**config.mk**
```make
export PLATFORM = sky130hd
export DESIGN_NAME = ts_packet_header_filter
export DESIGN_NICKNAME = d
export VERILOG_FILES = /design/src/rtl/tsphf_pkg.sv /design/src/rtl/tsphf_ram.sv /design/src/rtl/tsphf_decode.sv /design/src/rtl/tsphf_seq.sv /design/src/rtl/ts_packet_header_filter.sv
export VERILOG_INCLUDE_DIRS = /design/src /design/src/rtl
export SDC_FILE = /design/constraint.sdc
export NUM_CORES = 1
export LEC_CHECK = 0
export BUFFER_PORTS_ARGS = -buffer_cell sky130_fd_sc_hd__buf_2
export CORE_ASPECT_RATIO = 0.8
export CORE_MARGIN = 3
export CORE_UTILIZATION = 60
export DETAILED_ROUTE_END_ITERATION = 7
export PLACE_DENSITY = 0.8
export SYNTH_ARGS = -nofsm -noshare
export SYNTH_HDL_FRONTEND = slang
export SYNTH_SLANG_ARGS = --single-unit
export TNS_END_PERCENT = 20
```
**constraint.sdc**
```tcl
create_clock -name clk -period 5.97 [get_ports clk]
set_input_delay 0.2985 -clock clk [delete_from_list [all_inputs] [get_ports clk]]
set_output_delay 0.2985 -clock clk [all_outputs]
set_load 0.005 [all_outputs]
```
**src/rtl/ts_packet_header_filter_assert.svh**
```systemverilog
// Assertion helpers used by the filter's sequencer module.
// Each macro expects clk and arst_n in scope.
`ifndef TS_PACKET_HEADER_FILTER_ASSERT_SVH
`define TS_PACKET_HEADER_FILTER_ASSERT_SVH

// Same-cycle implication.
`define TSPHF_ASSERT_IMP(lbl, ante, cons) \
	lbl: assert property (@(posedge clk) disable iff (!arst_n) (ante) |-> (cons)) \
		else $error("tsphf assertion failed");

// Next-cycle implication.
`define TSPHF_ASSERT_NXT(lbl, ante, cons) \
	lbl: assert property (@(posedge clk) disable iff (!arst_n) (ante) |=> (cons)) \
		else $error("tsphf assertion failed");

`endif

```
**src/rtl/tsphf_pkg.sv**
```systemverilog
package tsphf_pkg;

	localparam int MAX_STREAMS = 16;
	localparam int SLOT_W      = (MAX_STREAMS > 1) ? $clog2(MAX_STREAMS) : 1;

	localparam logic [8:0] PKT_LEN = 9'd188;

	typedef enum logic [2:0] {
		ROUTE_NONE     = 3'd0,
		ROUTE_DESCR    = 3'd1,
		ROUTE_SECTION  = 3'd2,
		ROUTE_SEC_HOLD = 3'd3,
		ROUTE_TELETEXT = 3'd4,
		ROUTE_RAW      = 3'd5,
		ROUTE_RAW_DROP = 3'd6,
		ROUTE_LOADED   = 3'd7
	} route_t;

	localparam logic [1:0] TYPE_SECTION  = 2'd0;
	localparam logic [1:0] TYPE_TELETEXT = 2'd1;

	// One stream table row as stored in the RAM.
	typedef struct packed {
		logic [12:0] pid;
		logic [1:0]  stype;
		logic        enable;
		logic [3:0]  cc_exp;
		logic        cc_known;
	} entry_t;

	localparam int ENTRY_W = $bits(entry_t);

	// Table load request.
	typedef struct packed {
		logic [3:0]  index;
		logic [12:0] pid;
		logic [1:0]  stype;
		logic        enable;
	} load_t;

	// Decoded packet header.
	typedef struct packed {
		logic [12:0] pid;
		logic        pusi;
		logic [8:0]  offset;
		logic        scrambled;
		logic        has_payload;
		logic [3:0]  cc;
		logic        pcr_ok;
		logic [32:0] pcr_base;
	} hdr_t;

	typedef struct packed {
		logic        matched;
		logic [3:0]  stream_slot;
		route_t      route;
		logic        cc_error;
		logic        payload_start;
		logic [8:0]  payload_offset;
		logic        pcr_valid;
		logic [32:0] pcr_base;
	} result_t;

endpackage

```
**src/rtl/tsphf_ram.sv**
```systemverilog
module tsphf_ram #(
	parameter int WIDTH = 8,
	parameter int DEPTH = 16
) (
	input  logic                                   clk,
	input  logic                                   wr_en,
	input  logic [((DEPTH > 1) ? $clog2(DEPTH) : 1)-1:0] wr_addr,
	input  logic [WIDTH-1:0]                       wr_data,
	input  logic                                   rd_en,
	input  logic [((DEPTH > 1) ? $clog2(DEPTH) : 1)-1:0] rd_addr,
	output logic [WIDTH-1:0]                       rd_data
);

	logic [WIDTH-1:0] mem [DEPTH];

	always_ff @(posedge clk) begin
		if (wr_en) begin
			mem[wr_addr] <= wr_data;
		end
		if (rd_en) begin
			rd_data <= mem[rd_addr];
		end
	end

endmodule

```
**src/rtl/tsphf_decode.sv**
```systemverilog
module tsphf_decode (
	input  logic           full_mode,
	input  logic [7:0]     hdr_byte1,
	input  logic [7:0]     hdr_byte2,
	input  logic [7:0]     hdr_byte3,
	input  logic [7:0]     adapt_length,
	input  logic [7:0]     adapt_flags,
	input  logic [39:0]    pcr_raw,
	output tsphf_pkg::hdr_t hdr
);
	import tsphf_pkg::*;

	logic adapt;

	always_comb begin
		adapt           = hdr_byte3[5];
		hdr.pid         = {hdr_byte1[4:0], hdr_byte2};
		hdr.pusi        = hdr_byte1[6];
		hdr.offset      = adapt ? (9'(adapt_length) + 9'd5) : 9'd4;
		hdr.scrambled   = full_mode && (hdr_byte3[7:6] != 2'b00);
		hdr.has_payload = hdr_byte3[4];
		hdr.cc          = hdr_byte3[3:0];
		hdr.pcr_ok      = full_mode && adapt && (adapt_length != 8'd0) && adapt_flags[4];
		// base is the top 33 bits of the five-byte PCR field
		hdr.pcr_base    = hdr.pcr_ok ? pcr_raw[39:7] : 33'd0;
	end

endmodule

```
**src/rtl/tsphf_seq.sv**
```systemverilog
`include "ts_packet_header_filter_assert.svh"

module tsphf_seq (
	input  logic               clk,
	input  logic               arst_n,
	input  logic               start,
	input  logic               start_load,
	input  tsphf_pkg::load_t   load,
	input  tsphf_pkg::hdr_t    hdr,
	input  logic               out_free,
	output logic               idle,
	output logic               push,
	output tsphf_pkg::result_t res
);
	import tsphf_pkg::*;

	typedef enum logic [3:0] {
		S_IDLE = 4'b0001,
		S_LOAD = 4'b0010,
		S_SCAN = 4'b0100,
		S_HOLD = 4'b1000
	} state_t;

	localparam logic [SLOT_W-1:0] LAST_SLOT = SLOT_W'(MAX_STREAMS - 1);

	state_t              state_q;
	logic [MAX_STREAMS-1:0] valid_q;
	logic [SLOT_W-1:0]   rd_idx_q;
	logic                rd_more_q;
	logic                chk_v_s1;
	logic [SLOT_W-1:0]   chk_idx_s1;
	result_t             res_q;

	logic                rd_en;
	logic [ENTRY_W-1:0]  rd_data;
	logic                wr_en;
	logic [SLOT_W-1:0]   wr_addr;
	entry_t              wr_entry;
	entry_t              ent;
	logic                hit;
	logic                last;
	logic                cc_upd;
	logic                err;
	logic                load_ok;
	route_t              route;
	result_t             scan_res;
	result_t             load_res;

	tsphf_ram #(
		.WIDTH(ENTRY_W),
		.DEPTH(MAX_STREAMS)
	) u_table (
		.clk    (clk),
		.wr_en  (wr_en),
		.wr_addr(wr_addr),
		.wr_data(wr_entry),
		.rd_en  (rd_en),
		.rd_addr(rd_idx_q),
		.rd_data(rd_data)
	);

	always_comb begin
		rd_en   = (state_q == S_SCAN) && rd_more_q;
		// never-loaded rows read as disabled with an unknown counter
		ent     = valid_q[chk_idx_s1] ? entry_t'(rd_data) : '0;
		hit     = (state_q == S_SCAN) && chk_v_s1 && ent.enable && (ent.pid == hdr.pid);
		last    = (state_q == S_SCAN) && chk_v_s1 && (chk_idx_s1 == LAST_SLOT);
		cc_upd  = !hdr.scrambled && hdr.has_payload;
		err     = cc_upd && ent.cc_known && (hdr.cc != ent.cc_exp);
		load_ok = int'(load.index) < MAX_STREAMS;

		case (ent.stype)
			TYPE_SECTION:  route = (err || hdr.offset >= PKT_LEN) ? ROUTE_SEC_HOLD : ROUTE_SECTION;
			TYPE_TELETEXT: route = ROUTE_TELETEXT;
			default:       route = (hdr.offset > PKT_LEN) ? ROUTE_RAW_DROP : ROUTE_RAW;
		endcase
		if (hdr.scrambled) begin
			route = ROUTE_DESCR;
		end

		scan_res                = '0;
		scan_res.payload_start  = hdr.pusi;
		scan_res.payload_offset = hdr.offset;
		scan_res.route          = ROUTE_NONE;
		if (hit) begin
			scan_res.matched     = 1'b1;
			scan_res.stream_slot = 4'(chk_idx_s1);
			scan_res.route       = route;
			scan_res.cc_error    = err;
			scan_res.pcr_valid   = hdr.pcr_ok;
			scan_res.pcr_base    = hdr.pcr_base;
		end

		load_res                = '0;
		load_res.stream_slot    = load.index;
		load_res.route          = ROUTE_LOADED;
		load_res.payload_offset = 9'd4;

		wr_en    = 1'b0;
		wr_addr  = chk_idx_s1;
		wr_entry = ent;
		if (state_q == S_LOAD) begin
			wr_en             = load_ok;
			wr_addr           = SLOT_W'(load.index);
			wr_entry.pid      = load.pid;
			wr_entry.stype    = load.stype;
			wr_entry.enable   = load.enable;
			wr_entry.cc_exp   = 4'd0;
			wr_entry.cc_known = 1'b0;
		end else if (hit && cc_upd) begin
			// write back the counter of the matched row
			wr_en             = 1'b1;
			wr_entry.cc_known = 1'b1;
			wr_entry.cc_exp   = hdr.cc + 4'd1;
		end
	end

	always_ff @(posedge clk or negedge arst_n) begin
		if (!arst_n) begin
			state_q   <= S_IDLE;
			valid_q   <= '0;
			rd_idx_q  <= '0;
			rd_more_q <= 1'b0;
			chk_v_s1  <= 1'b0;
		end else begin
			chk_v_s1 <= rd_en;
			case (state_q)
				S_IDLE: begin
					if (start) begin
						state_q   <= start_load ? S_LOAD : S_SCAN;
						rd_idx_q  <= '0;
						rd_more_q <= !start_load;
					end
				end
				S_LOAD: begin
					if (load_ok) begin
						valid_q[SLOT_W'(load.index)] <= 1'b1;
					end
					state_q <= S_HOLD;
				end
				S_SCAN: begin
					// stop reading on a hit or after the last row has been checked
					if (hit || last) begin
						state_q   <= S_HOLD;
						rd_more_q <= 1'b0;
					end else if (rd_en) begin
						if (rd_idx_q == LAST_SLOT) begin
							rd_more_q <= 1'b0;
						end else begin
							rd_idx_q <= rd_idx_q + 1'b1;
						end
					end
				end
				S_HOLD: begin
					if (out_free) begin
						state_q <= S_IDLE;
					end
				end
				default: state_q <= S_IDLE;
			endcase
		end
	end

	always_ff @(posedge clk) begin
		chk_idx_s1 <= rd_idx_q;
		if (state_q == S_LOAD) begin
			res_q <= load_res;
		end else if (hit || last) begin
			res_q <= scan_res;
		end
	end

	assign idle = (state_q == S_IDLE);
	assign push = (state_q == S_HOLD) && out_free;
	assign res  = res_q;

	`TSPHF_ASSERT_IMP(a_start_idle, start, state_q == S_IDLE)
	`TSPHF_ASSERT_IMP(a_no_rw_clash, rd_en && wr_en, rd_idx_q != wr_addr)
	`TSPHF_ASSERT_IMP(a_wr_source, wr_en, (state_q == S_LOAD) || (state_q == S_SCAN && chk_v_s1))
	`TSPHF_ASSERT_IMP(a_scan_alive, state_q == S_SCAN, rd_more_q || chk_v_s1)

endmodule

```
**src/rtl/ts_packet_header_filter.sv**
```systemverilog
// Transport stream header filter: each input beat either loads one row of a
// MAX_STREAMS-row stream table (s_tuser low) or presents one packet header
// (s_tuser high); every beat yields exactly one result beat. The table sits in
// a single-port-read RAM that is walked one row per cycle, lowest row first,
// and the first enabled row with the packet PID wins; its continuity counter
// is checked and written back in the same cycle. A load result passes from
// the load state to the hold state; a header result is registered when the
// scan hits or checks the last row, then waits in the hold state. From there
// it moves into the output register, and the next beat is accepted as soon
// as it does, so a stalled master side costs at most one waiting result.
// full_mode resets to 1 and is written through the cfg port, which is always
// ready; write it only while the block is idle.
module ts_packet_header_filter (
	input  logic         clk,
	input  logic         arst_n,

	input  logic         s_tvalid,
	output logic         s_tready,
	// entry_index[3:0], entry_pid[16:4], entry_type[18:17], entry_enable[19],
	// hdr_byte1[27:20], hdr_byte2[35:28], hdr_byte3[43:36],
	// adapt_length[51:44], adapt_flags[59:52], pcr_raw[99:60], zero fill
	input  logic [103:0] s_tdata,
	// kind[0]: 0 table load, 1 packet header
	input  logic         s_tuser,

	output logic         m_tvalid,
	input  logic         m_tready,
	// matched[0], stream_slot[4:1], cc_error[5], payload_start[6],
	// payload_offset[15:7], pcr_valid[16], pcr_base[49:17], zero fill
	output logic [55:0]  m_tdata,
	// route[2:0]
	output logic [2:0]   m_tuser,

	input  logic         cfg_valid,
	output logic         cfg_ready,
	input  logic         cfg_data
);
	import tsphf_pkg::*;

	logic         full_mode_q;

	// captured beat
	load_t        load_q;
	logic [7:0]   hdr_byte1_q;
	logic [7:0]   hdr_byte2_q;
	logic [7:0]   hdr_byte3_q;
	logic [7:0]   adapt_length_q;
	logic [7:0]   adapt_flags_q;
	logic [39:0]  pcr_raw_q;

	logic         m_tvalid_q;
	result_t      out_q;

	hdr_t         hdr;
	result_t      res;
	logic         start;
	logic         idle;
	logic         push;
	logic         out_free;

	assign cfg_ready = 1'b1;
	assign s_tready  = idle;
	assign start     = s_tvalid && s_tready;
	assign out_free  = !m_tvalid_q || m_tready;

	always_ff @(posedge clk or negedge arst_n) begin
		if (!arst_n) begin
			full_mode_q <= 1'b1;
		end else if (cfg_valid && cfg_ready) begin
			full_mode_q <= cfg_data;
		end
	end

	// Hold the accepted beat for the whole lookup.
	always_ff @(posedge clk) begin
		if (start) begin
			load_q.index   <= s_tdata[3:0];
			load_q.pid     <= s_tdata[16:4];
			load_q.stype   <= s_tdata[18:17];
			load_q.enable  <= s_tdata[19];
			hdr_byte1_q    <= s_tdata[27:20];
			hdr_byte2_q    <= s_tdata[35:28];
			hdr_byte3_q    <= s_tdata[43:36];
			adapt_length_q <= s_tdata[51:44];
			adapt_flags_q  <= s_tdata[59:52];
			pcr_raw_q      <= s_tdata[99:60];
		end
	end

	tsphf_decode u_decode (
		.full_mode   (full_mode_q),
		.hdr_byte1   (hdr_byte1_q),
		.hdr_byte2   (hdr_byte2_q),
		.hdr_byte3   (hdr_byte3_q),
		.adapt_length(adapt_length_q),
		.adapt_flags (adapt_flags_q),
		.pcr_raw     (pcr_raw_q),
		.hdr         (hdr)
	);

	tsphf_seq u_seq (
		.clk       (clk),
		.arst_n    (arst_n),
		.start     (start),
		.start_load(!s_tuser),
		.load      (load_q),
		.hdr       (hdr),
		.out_free  (out_free),
		.idle      (idle),
		.push      (push),
		.res       (res)
	);

	// Output register: advance on push, drop valid once the beat is taken.
	always_ff @(posedge clk or negedge arst_n) begin
		if (!arst_n) begin
			m_tvalid_q <= 1'b0;
		end else if (push) begin
			m_tvalid_q <= 1'b1;
		end else if (m_tready) begin
			m_tvalid_q <= 1'b0;
		end
	end

	always_ff @(posedge clk) begin
		if (push) begin
			out_q <= res;
		end
	end

	assign m_tvalid = m_tvalid_q;
	assign m_tuser  = out_q.route;
	assign m_tdata  = {6'd0, out_q.pcr_base, out_q.pcr_valid, out_q.payload_offset,
		out_q.payload_start, out_q.cc_error, out_q.stream_slot, out_q.matched};

endmodule
```
* Word level (Yosys, flattened, before mapping) *
Memory sizes are Yosys's and may differ from the RTL's. A register that Yosys moved wholly into a read port is not among the register bits.
Index checks and enable logic that the tools add are counted.

cells by class
  mux-type cells = 40
  bitwise logic cells = 1
  order comparisons = 5
  reduce and logical (&&, ||, !) cells = 30
  equality and inequality tests = 17
  add/sub/neg operators = 3

operators with widths
  operator             number
  $mux 52              2
  $mux 34              1
  $mux 33              1
  $mux 4               8
  $mux 21              1
  $mux 9               2
  $logic_and 1x1->1    16
  $mux 16              1
  $or 16x16->16        1
  $pmux 4 s4           1
  $eq 13x13->1         1
  $mux 1               13
  $eq 4x4->1 const B   3
  $lt 4x5->1 const B   2
  $mux 5               2
  $add 8x3->9 const B  1
  $ge 9x8->1 const B   1
  $gt 9x8->1 const B   1
  $add 4x1->4 const B  2
  $pmux 4 s2           1
  $reduce_bool 2->1    4
  $reduce_bool 8->1    1
  $mux 3               2
  $ne 2x1->1 const B   3
  20 further kinds     25

storage, ports and cells
  memories = 1
  register bits after elaboration = 234
  bits in writable memories = 336
  logic and storage cells = 131
  output and inout bits = 62
  bits of input ports = 111

memory list
  memory             depth  bits a word  read ports  clocked after Yosys merged registers in  write ports  line             RTL
  u_seq.u_table.mem  16     21           1           1                                        1            tsphf_ram.sv:14  logic [WIDTH-1:0] mem [DEPTH];

* Depth between registers and ports, before layout *
Gate-level depths: netlist of the first run.

  depth in word-level cells = 13
  gate-level depth with buffers = 10
  mapped depth without buffers = 8

* By module *
A second synthesis of the first run with hierarchy kept.

second synthesis, totals
  cell total of the unflattened synthesis = 1,310
  area total of the unflattened synthesis = 22,968.3 um2

by module, submodules not included
  module                   area each (um2)  cells an instance  instances  sequential area each (um2)
  tsphf_ram                13,487.9         557                1          10,720.3
  ts_packet_header_filter  4,743.3          169                1          4,645.7
  tsphf_seq                4,108.9          495                1          1,833.0
  tsphf_decode             628.1            89                 1          0.0

* Least setup slack after synthesis of the first run *
OpenSTA, ideal clock, no wires.

  path type = flip-flop to flip-flop
  start = register u_seq.chk_idx_s1[0]
  end = memory u_seq.u_table.mem[0][0] (netlist name), enable pin
  setup slack = 2.540 ns
  cell stages (with the launch flop) = 10
  library setup time = 0.399 ns
  path buffers = 2
  required time = 5.571 ns
  arrival time = 3.031 ns
  clock period less this slack = 3.430 ns
  path through = dfxtp_1 > buf_6 > mux4_2 > mux2i_4 > nor3_1 > a2bb2oi_1 > nor4_4 > buf_2 > a21oi_1 > nor2_1

on the way
  cells in the longest elaborated chain, start to end = 10
  elaborated cells between the ends (all ways) = 12
  classes of those cells = eq/ne (1); mux (8); reduce/logical (3)

RTL lines
  element                                            line              RTL
  from (decl)                                        tsphf_seq.sv:31   logic [SLOT_W-1:0] chk_idx_s1;
  from (signal assigned)                             tsphf_seq.sv:165  chk_idx_s1 <= rd_idx_q;
  $bmux 1 s4                                         tsphf_seq.sv:65   ent = valid_q[chk_idx_s1] ? entry_t'(rd_data) : '0;
  $mux 1 (not written as such)                       tsphf_seq.sv:65
  $mux 21                                            tsphf_seq.sv:65
  $eq 13x13->1 or $logic_and 1x1->1 (tied branches)  tsphf_seq.sv:66   hit = (state_q == S_SCAN) && chk_v_s1 && ent.enable && (ent.pid == hdr.pid);
  $logic_and 1x1->1                                  tsphf_seq.sv:66
  $logic_and 1x1->1                                  tsphf_seq.sv:110  end else if (hit && cc_upd) begin
  $mux 1                                             tsphf_seq.sv:110
  $mux 1                                             tsphf_seq.sv:102  if (state_q == S_LOAD) begin
  $mux 1                                             tsphf_ram.sv:17   if (wr_en) begin
  $mux 1 (not written as such)                       tsphf_ram.sv:18   mem[wr_addr] <= wr_data;
  to (decl)                                          tsphf_ram.sv:14

Parallel ways exist; a longest one is shown, timed or not. The select of a mux whose other input is x is not followed.

* Worst setup path in the final report of the first run *
  start = register u_seq.chk_idx_s1[0]
  end = memory u_seq.u_table.mem[8][5] (netlist name), enable pin

The elaborated chain is that of the path after synthesis.

==> results_dict.tcl, run 1 <==
set metrics [dict create \
    share_comb_of_total_power_pct 1.2 \
    yosysSeqAreaShare_pct 75.9 \
    ys.flop_type "edfxtp_1" \
    clock-sinks 579 \
    cts_max_level 2 \
    ir_drop_v 0.000337 \
    final_cell_mix "498 x edfxtp_1, 145 x buf_2, 110 x nand2_1" \
    p_leak_nw 8.20 \
    die_h_um 177 \
    drive_gt1_share_pct 22.8 \
    grt_max_degree 71 \
    yosysWarnings 0 \
    grt_overflow_total 0 \
    period_minus_slack_ns 4.55 \
    holdWs_ns 0.133 \
    grt_pass1_wl_um 76600 \
    gr-usage-all-layers_pct 26.2 \
    slew_violations 0 \
    root_buffer "clkbuf_16" \
    initial_utilization_pct 61.1 \
    r2r_cells 9 \
    die_area_um2 39100 \
    pin_count 173 \
    avgSynthCellArea_um2 17.1 \
    seqPwrFrac_pct 55.9 \
    drt_pass1_iterations 5 \
    antenna_found_initial 0 \
    clkPwrFrac_pct 43.0 \
    startpoint_type "register" \
    via_count 12846 \
    synth_area_um2 22000 \
    worst_slew_pin_slew_ns 1.19 \
    area_delta_synth_final_pct 17.9 \
    synth_cell_type_count 63 \
    slew_headroom_pct 18.3 \
    rsz0062_at_grt "false" \
    clock_path_buffers 3 \
    reg2reg_from "u_seq.chk_idx_s1[0]$_DFF_P_" \
    cts_tree "built" \
    p_total_mw 7.77 \
    yosys_register_bits 579 \
    reg2reg_slack_ns 1.42 \
    rows 62 \
    ant_nets 0 \
    core-area_um2 36100 \
    worstPathArrival_ns 4.78 \
    fmax_mhz 220 \
    holdPathEnd "m_tvalid$_DFFE_PN0P_" \
    nets 1659 \
    cp_max_fo 15 \
    power_switching_mw 1.44 \
    cap_violations 0 \
    die_w_um 220 \
    hold_viol 0 \
    cts_made_buffers 51 \
    routedWlPerCell_um 24.7 \
    hold_path_startpoint "m_tready" \
    drt_iter0_markers 1624 \
    status "finished clean" \
    cts_setup_buffers 0 \
    synth_edf_count 498 \
    hpwl_um 28500 \
    final_common_cell "edfxtp_1" \
    skew_ns 0.0305 \
    power_density_nw_per_um2 299 \
    r2r_end "u_seq.u_table.mem[8][5]$_DFFE_PP_" \
    synthArstFlopShare_pct 4.84 \
    worstSetupEndpointType "register" \
    finalSetupViolCount 0 \
    io_buffer_count 145 \
    clk_latency_ns 0.57 \
    gp_congestion 0.831 \
    whs_path_depth 3 \
    synthCells 1289 \
    path_class "reg2reg" \
    finalSetupTns_ns 0 \
    grt_pass1_vias 13126 \
    netSwitchingFraction_pct 18.5 \
    post-route-drc-count 0 \
    path_clk_slew_ns 0.07 \
    routed_via_density 6.22 \
    fillers 2052 \
    fin_crit_sh_pct 76.3 \
    drt-total-wl_um 50900 \
    worstPathRequired_ns 6.20 \
    hp-class "in2reg" \
    intPower_mw 6.33 \
]
power groups by stage:
stage,Combinational [mW],Clock (mW),Sequential [mW]
after floorplan,0.00795,0,4.43
after global placement,0.0379,0,4.43
after detailed placement,0.0399,0,4.43
after CTS,0.0866,3.36,4.34
after global routing,0.0963,3.53,4.34
final,0.0900,3.34,4.34
flip-flops by register name, summed over array words and instances (netlist names):
| signal | cells |
|---|---|
| u_seq.rd_more_q | 1 |
| pcr_raw_q | 33 |
| u_seq.valid_q | 16 |
| adapt_flags_q | 1 |
| u_seq.rd_idx_q | 4 |
| u_seq.state_q | 4 |
| m_tvalid | 1 |
| load_q | 20 |
| hdr_byte2_q | 8 |
| hdr_byte3_q | 8 |
| u_seq.u_table.mem | 336 |
| u_seq.chk_v_s1 | 1 |
| full_mode_q | 1 |
| u_seq.chk_idx_s1 | 4 |
| hdr_byte1_q | 6 |
| u_seq.u_table.rd_data | 21 |
| m_tdata | 50 |
| adapt_length_q | 8 |
| u_seq.res | 53 |
| m_tuser | 3 |
stage by stage:
step / instance area [µm²] / setup WS, ns / utilization [%] / std cells
detailed placement: 23400 / 1.56 / 64.9 / 1883
floorplan: 22100 / 2.54 / - / 1294
global route: 26000 / 1.31 / 72.0 / 2063
finish: 26000 / 1.42 / 72.0 / 2065
global placement: 23400 / 1.72 / 64.9 / 1883
CTS: 26000 / 1.52 / 72.0 / 2063
how the worst max path moves through the flow:
| stage | start | endpoint | slack, ns | depth (start not counted) |
|---|---|---|---|---|
| final | u_seq.chk_idx_s1[0]$_DFF_P_ | u_seq.u_table.mem[8][5]$_DFFE_PP_ | 1.42 | 9 |
| after global routing | u_seq.chk_idx_s1[0]$_DFF_P_ | u_seq.u_table.mem[6][2]$_DFFE_PP_ | 1.31 | 8 |
| after CTS | u_seq.chk_idx_s1[0]$_DFF_P_ | u_seq.u_table.mem[8][5]$_DFFE_PP_ | 1.52 | 9 |
| after detailed placement | u_seq.chk_idx_s1[0]$_DFF_P_ | u_seq.u_table.mem[9][5]$_DFFE_PP_ | 1.56 | 9 |
| after global placement | u_seq.chk_idx_s1[0]$_DFF_P_ | u_seq.u_table.mem[8][5]$_DFFE_PP_ | 1.72 | 9 |
| after floorplan | u_seq.chk_idx_s1[0]$_DFF_P_ | u_seq.u_table.mem[0][0]$_DFFE_PP_ | 2.54 | 9 |
Yosys cell counts, types with 3 or more instances:
cell type	n	area share (%)
edfxtp_1	498	68
nand2_1	110	1.9
mux2i_1	83	3.8
dfxtp_1	53	4.8
o21ai_0	51	1.2
mux4_2	45	4.6
nand3_1	44	1.0
nor2_1	41	0.70
clkbuf_1	38	0.65
a22o_1	35	1.4
a21oi_1	28	0.64
dfrtp_1	26	3.0
a22oi_1	22	0.75
a221oi_1	21	0.83
xnor2_1	20	0.79
mux2_2	19	0.97
buf_1	13	0.22
buf_2	10	0.23
inv_1	10	0.17
o21bai_1	10	0.34
a21o_1	9	0.31
nor3_1	8	0.18
buf_4	7	0.24
a31oi_1	6	0.17
o31ai_1	6	0.20
nand2b_1	5	0.14
buf_6	4	0.20
ha_1	4	0.23
nand3b_1	4	0.14
nand4_1	4	0.11
nor4_1	4	0.11
a2bb2oi_1	3	0.12
a31o_2	3	0.12
and2_1	3	0.085
and3_1	3	0.085
nor2b_1	3	0.085
xor2_1	3	0.12
cell type report:
| class | count | area (µm²) | area share, % |
|---|---|---|---|
| Clock inverter | 24 | 278 | 1.07 |
| Multi-Input combinational cell | 633 | 5020 | 19.3 |
| Timing Repair Buffer | 269 | 1890 | 7.27 |
| Antenna cell | 2 | 5.00 | 0.0193 |
| Tap cell | 480 | 601 | 2.31 |
| Clock buffer | 68 | 1420 | 5.47 |
| Inverter | 10 | 38.8 | 0.149 |
| Sequential cell | 579 | 16700 | 64.4 |
metal layers:
metal	global-route usage (%)	vias up	wire, µm
met5	0	-	0
met4	8.39	0	1470
met3	6.45	123	5230
met2	42.0	712	24800
met1	36.1	6472	19400
li1	-	5539	-
critical path, stage by stage, from the launching register on:
cell and delay [ns]:
dfxtp_1 0.67, mux2i_1 0.15, a221o_1 0.46, o22ai_4 0.52
buf_4 0.35, nand3_1 0.12, nor4_2 0.41, a31oi_1 0.32
nor2_2 0.77, buf_4 0.40
logic make-up after synthesis:
family	Yosys count	synth area share [%]
DFF	579	75.9
buffers and inverters	82	1.71
adders and majority gates	4	0.227
xor gates and xnor gates	23	0.914
muxes	148	9.44
and+or+nand+nor	244	5.22
AOI/OAI and AO/OA	207	6.59
other	2	0.0341
repair_timing:
action	in CTS	in global routing
setup endpoints to repair	0	0
resized for setup	0	0
hold buffers	88	0
endpoints found under the hold margin	114	0
Note: power is estimated with default switching activity, not from simulation.
==> run 2, diff against run 1 <==
--- a/config.mk
+++ b/config.mk
@@ -9,9 +9,9 @@
 export BUFFER_PORTS_ARGS = -buffer_cell sky130_fd_sc_hd__buf_2
 export CORE_ASPECT_RATIO = 0.8
 export CORE_MARGIN = 3
-export CORE_UTILIZATION = 60
+export CORE_UTILIZATION = 59
 export DETAILED_ROUTE_END_ITERATION = 7
-export PLACE_DENSITY = 0.8
+export PLACE_DENSITY = 0.79
 export SYNTH_ARGS = -nofsm -noshare
 export SYNTH_HDL_FRONTEND = slang
 export SYNTH_SLANG_ARGS = --single-unit
==> constraint.sdc (replaced) <==
create_clock -name clk -period 4.4 [get_ports clk]
set_input_delay 0.22 -clock clk [delete_from_list [all_inputs] [get_ports clk]]
set_output_delay 0.22 -clock clk [all_outputs]
set_load 0.005 [all_outputs]
==> run 2 against run 1 <==
Against the previous run: count of clock-buffer cells in the layout is 6 higher; non-clock buffer count is 16 higher; combinational power is 34% higher; power is 34% higher; sequential cell count stayed put; wire length is 4.3% higher; die area is 1.6% higher; final cell count is 0.77% higher; register-to-register slack worse by 1.0 ns; first-iteration DRC count is 4.4% lower; clock skew is 0.0037 ns higher; critical path type unchanged.
==> results_dict.tcl, run 2 (synthesis results as in run 1) <==
set metrics [dict create \
    die_w_um 222 \
    wl_met2_um 26900 \
    grt_max_degree 71 \
    reg2reg_from "u_seq.chk_idx_s1[0]$_DFF_P_" \
    clk_latency_ns 0.60 \
    gp_congestion 0.832 \
    drive_gt1_share_pct 23.0 \
    slew_headroom_pct 23.1 \
    finalSetupTns_ns 0 \
    top_layer "met4" \
    die_h_um 179 \
    core-area_um2 36400 \
    cts_resized 0 \
    cpMostUsedCell "buf_4" \
    drt-total-wl_um 53100 \
    cts_max_level 2 \
    area_delta_synth_final_pct 18.9 \
    grt_overflow_total 0 \
    initial_utilization_pct 60.6 \
    status "finished clean" \
    largest-register "u_seq.u_table.mem" \
    final_cell_mix "498 x edfxtp_1, 145 x buf_2, 110 x nand2_1" \
    routedWlPerCell_um 25.5 \
    fillers 2081 \
    power_density_nw_per_um2 398 \
    critPathCapture "u_seq.u_table.mem[8][10]$_DFFE_PP_" \
    nets 1676 \
    place_area_um2 23700 \
    final_common_cell "edfxtp_1" \
    drt_pass1_iterations 6 \
    clock-sinks 579 \
    finalSetupViolCount 0 \
    root_buffer "clkbuf_16" \
    fmax_mhz 251 \
    rsz0062_at_grt "false" \
    instances_no_fill 2081 \
    cp_max_fo 17 \
    pin_count 173 \
    ant_nets 0 \
    io_buffer_count 145 \
    worstSetupEndpointType "register" \
    slew_violations 0 \
    drt_iter0_markers 1553 \
    met3_length_um 4640 \
    cap_violations 0 \
    fin_crit_sh_pct 90.5 \
    cts_tree "built" \
    ir_drop_v 0.000487 \
    grt_pass1_wl_um 79100 \
    grt_pass1_vias 13208 \
    startpoint_type "register" \
    r2r_end "u_seq.u_table.mem[8][10]$_DFFE_PP_" \
    crit_path_max_incr_delay_ns 0.65 \
    rows 62 \
    worstPathArrival_ns 4.22 \
    wl_met1_um 20100 \
    worst_slew_pin_slew_ns 1.15 \
    post-route-drc-count 0 \
    postLayoutCellArea_um2 26200 \
    holdWs_ns 0.191 \
    startpoint "u_seq.chk_idx_s1[0]$_DFF_P_" \
    largest_reg_flops 336 \
    utilization_pct 72.0 \
    gr-usage-all-layers_pct 26.6 \
    clock_path_buffers 3 \
    die_area_um2 39700 \
    path_class "reg2reg" \
    worstPathCellList "mux2i_1 > a221o_1 > o22ai_4 > buf_4 > nand3_1 > nor4_2 > a31oi_1 > nor2_2 > buf_4" \
    numPlacedInstances 1898 \
    worstPathRequired_ns 4.64 \
    hold_viol 0 \
    reg2reg_slack_ns 0.42 \
    cts_made_buffers 52 \
    antenna_found_initial 0 \
    num_antenna_cells 0 \
    path_clk_slew_ns 0.06 \
    cpMaxStageDelayCell "dfxtp_1" \
    skew_ns 0.0342 \
    routed_via_density 6.23 \
    p_leak_nw 8.29 \
    period_minus_slack_ns 3.98 \
    via_count 12969 \
    hpwl_um 29600 \
    hp-class "in2reg" \
    r2r_cells 9 \
]
[run 2: cell count changes in the layout (fill, tap and decap cells not counted), moves of 3 or more]
cell	previous run	this run
bufinv_16	6	3
clkbuf_1	9	16
buf_12	1	14
clkinv_2	9	5
[run 2: through the flow]
stage | power [mW] | setup slack (ns)
2_1_floorplan | 6.02 | 0.970
3_3_place_gp | 6.06 | 0.764
3_5_place_dp | 6.06 | 0.621
4_1_cts | 10.4 | 0.597
5_1_grt | 10.7 | 0.282
6_report | 10.4 | 0.419
[run 2: layout make-up]
type | instances | area, µm² | share of cell area [%]
Clock buffer | 74 | 1440 | 5.51
Clock inverter | 20 | 190 | 0.726
Inverter | 10 | 40.0 | 0.153
Multi-Input combinational cell | 633 | 5020 | 19.2
Sequential cell | 579 | 16700 | 63.8
Tap cell | 480 | 601 | 2.29
Timing Repair Buffer | 285 | 2170 | 8.30
[run 2: routing by layer]
metal	up-vias	global-route usage [%]
met5	-	0
met4	0	8.45
met3	133	4.76
met2	754	45.1
met1	6507	35.6
li1	5575	-
[run 2: what timing repair did]
action | in CTS | in global routing
buffers inserted | 0 | 0
hold buffers | 89 | 0
setup endpoints to repair | 0 | 0
hold endpoints to repair | 115 | 0
[run 2: how the worst min path moves through the flow]
stage,from,to,cells past startpoint
after floorplan,arst_n,m_tvalid$_DFFE_PN0P_,0
after detailed placement,arst_n,m_tvalid$_DFFE_PN0P_,1
after global routing,s_tvalid,u_seq.state_q[1]$_DFFE_PN0P_,3
after CTS,s_tvalid,u_seq.state_q[1]$_DFFE_PN0P_,3
after global placement,arst_n,m_tvalid$_DFFE_PN0P_,1
final,s_tvalid,u_seq.state_q[1]$_DFFE_PN0P_,3
[run 2: worst max-delay path, delay by kind of cell, from the launching register on]
family                 cells  cell delay, ns
AO/OA/AOI/OAI              3            1.31
buffers and inverters      2            0.69
flip-flops                 1            0.65
multiplexers               1            0.16
AND/OR/NAND/NOR            3            0.79
[run 2: power breakdown]
group | internal (mW) | leakage [nW] | total, mW | switching, mW
registers | 5.89 | 4.60 | 5.89 | 0.000980
logic | 0.0827 | 2.89 | 0.121 | 0.0379
clock network | 2.46 | 0.792 | 4.43 | 1.96
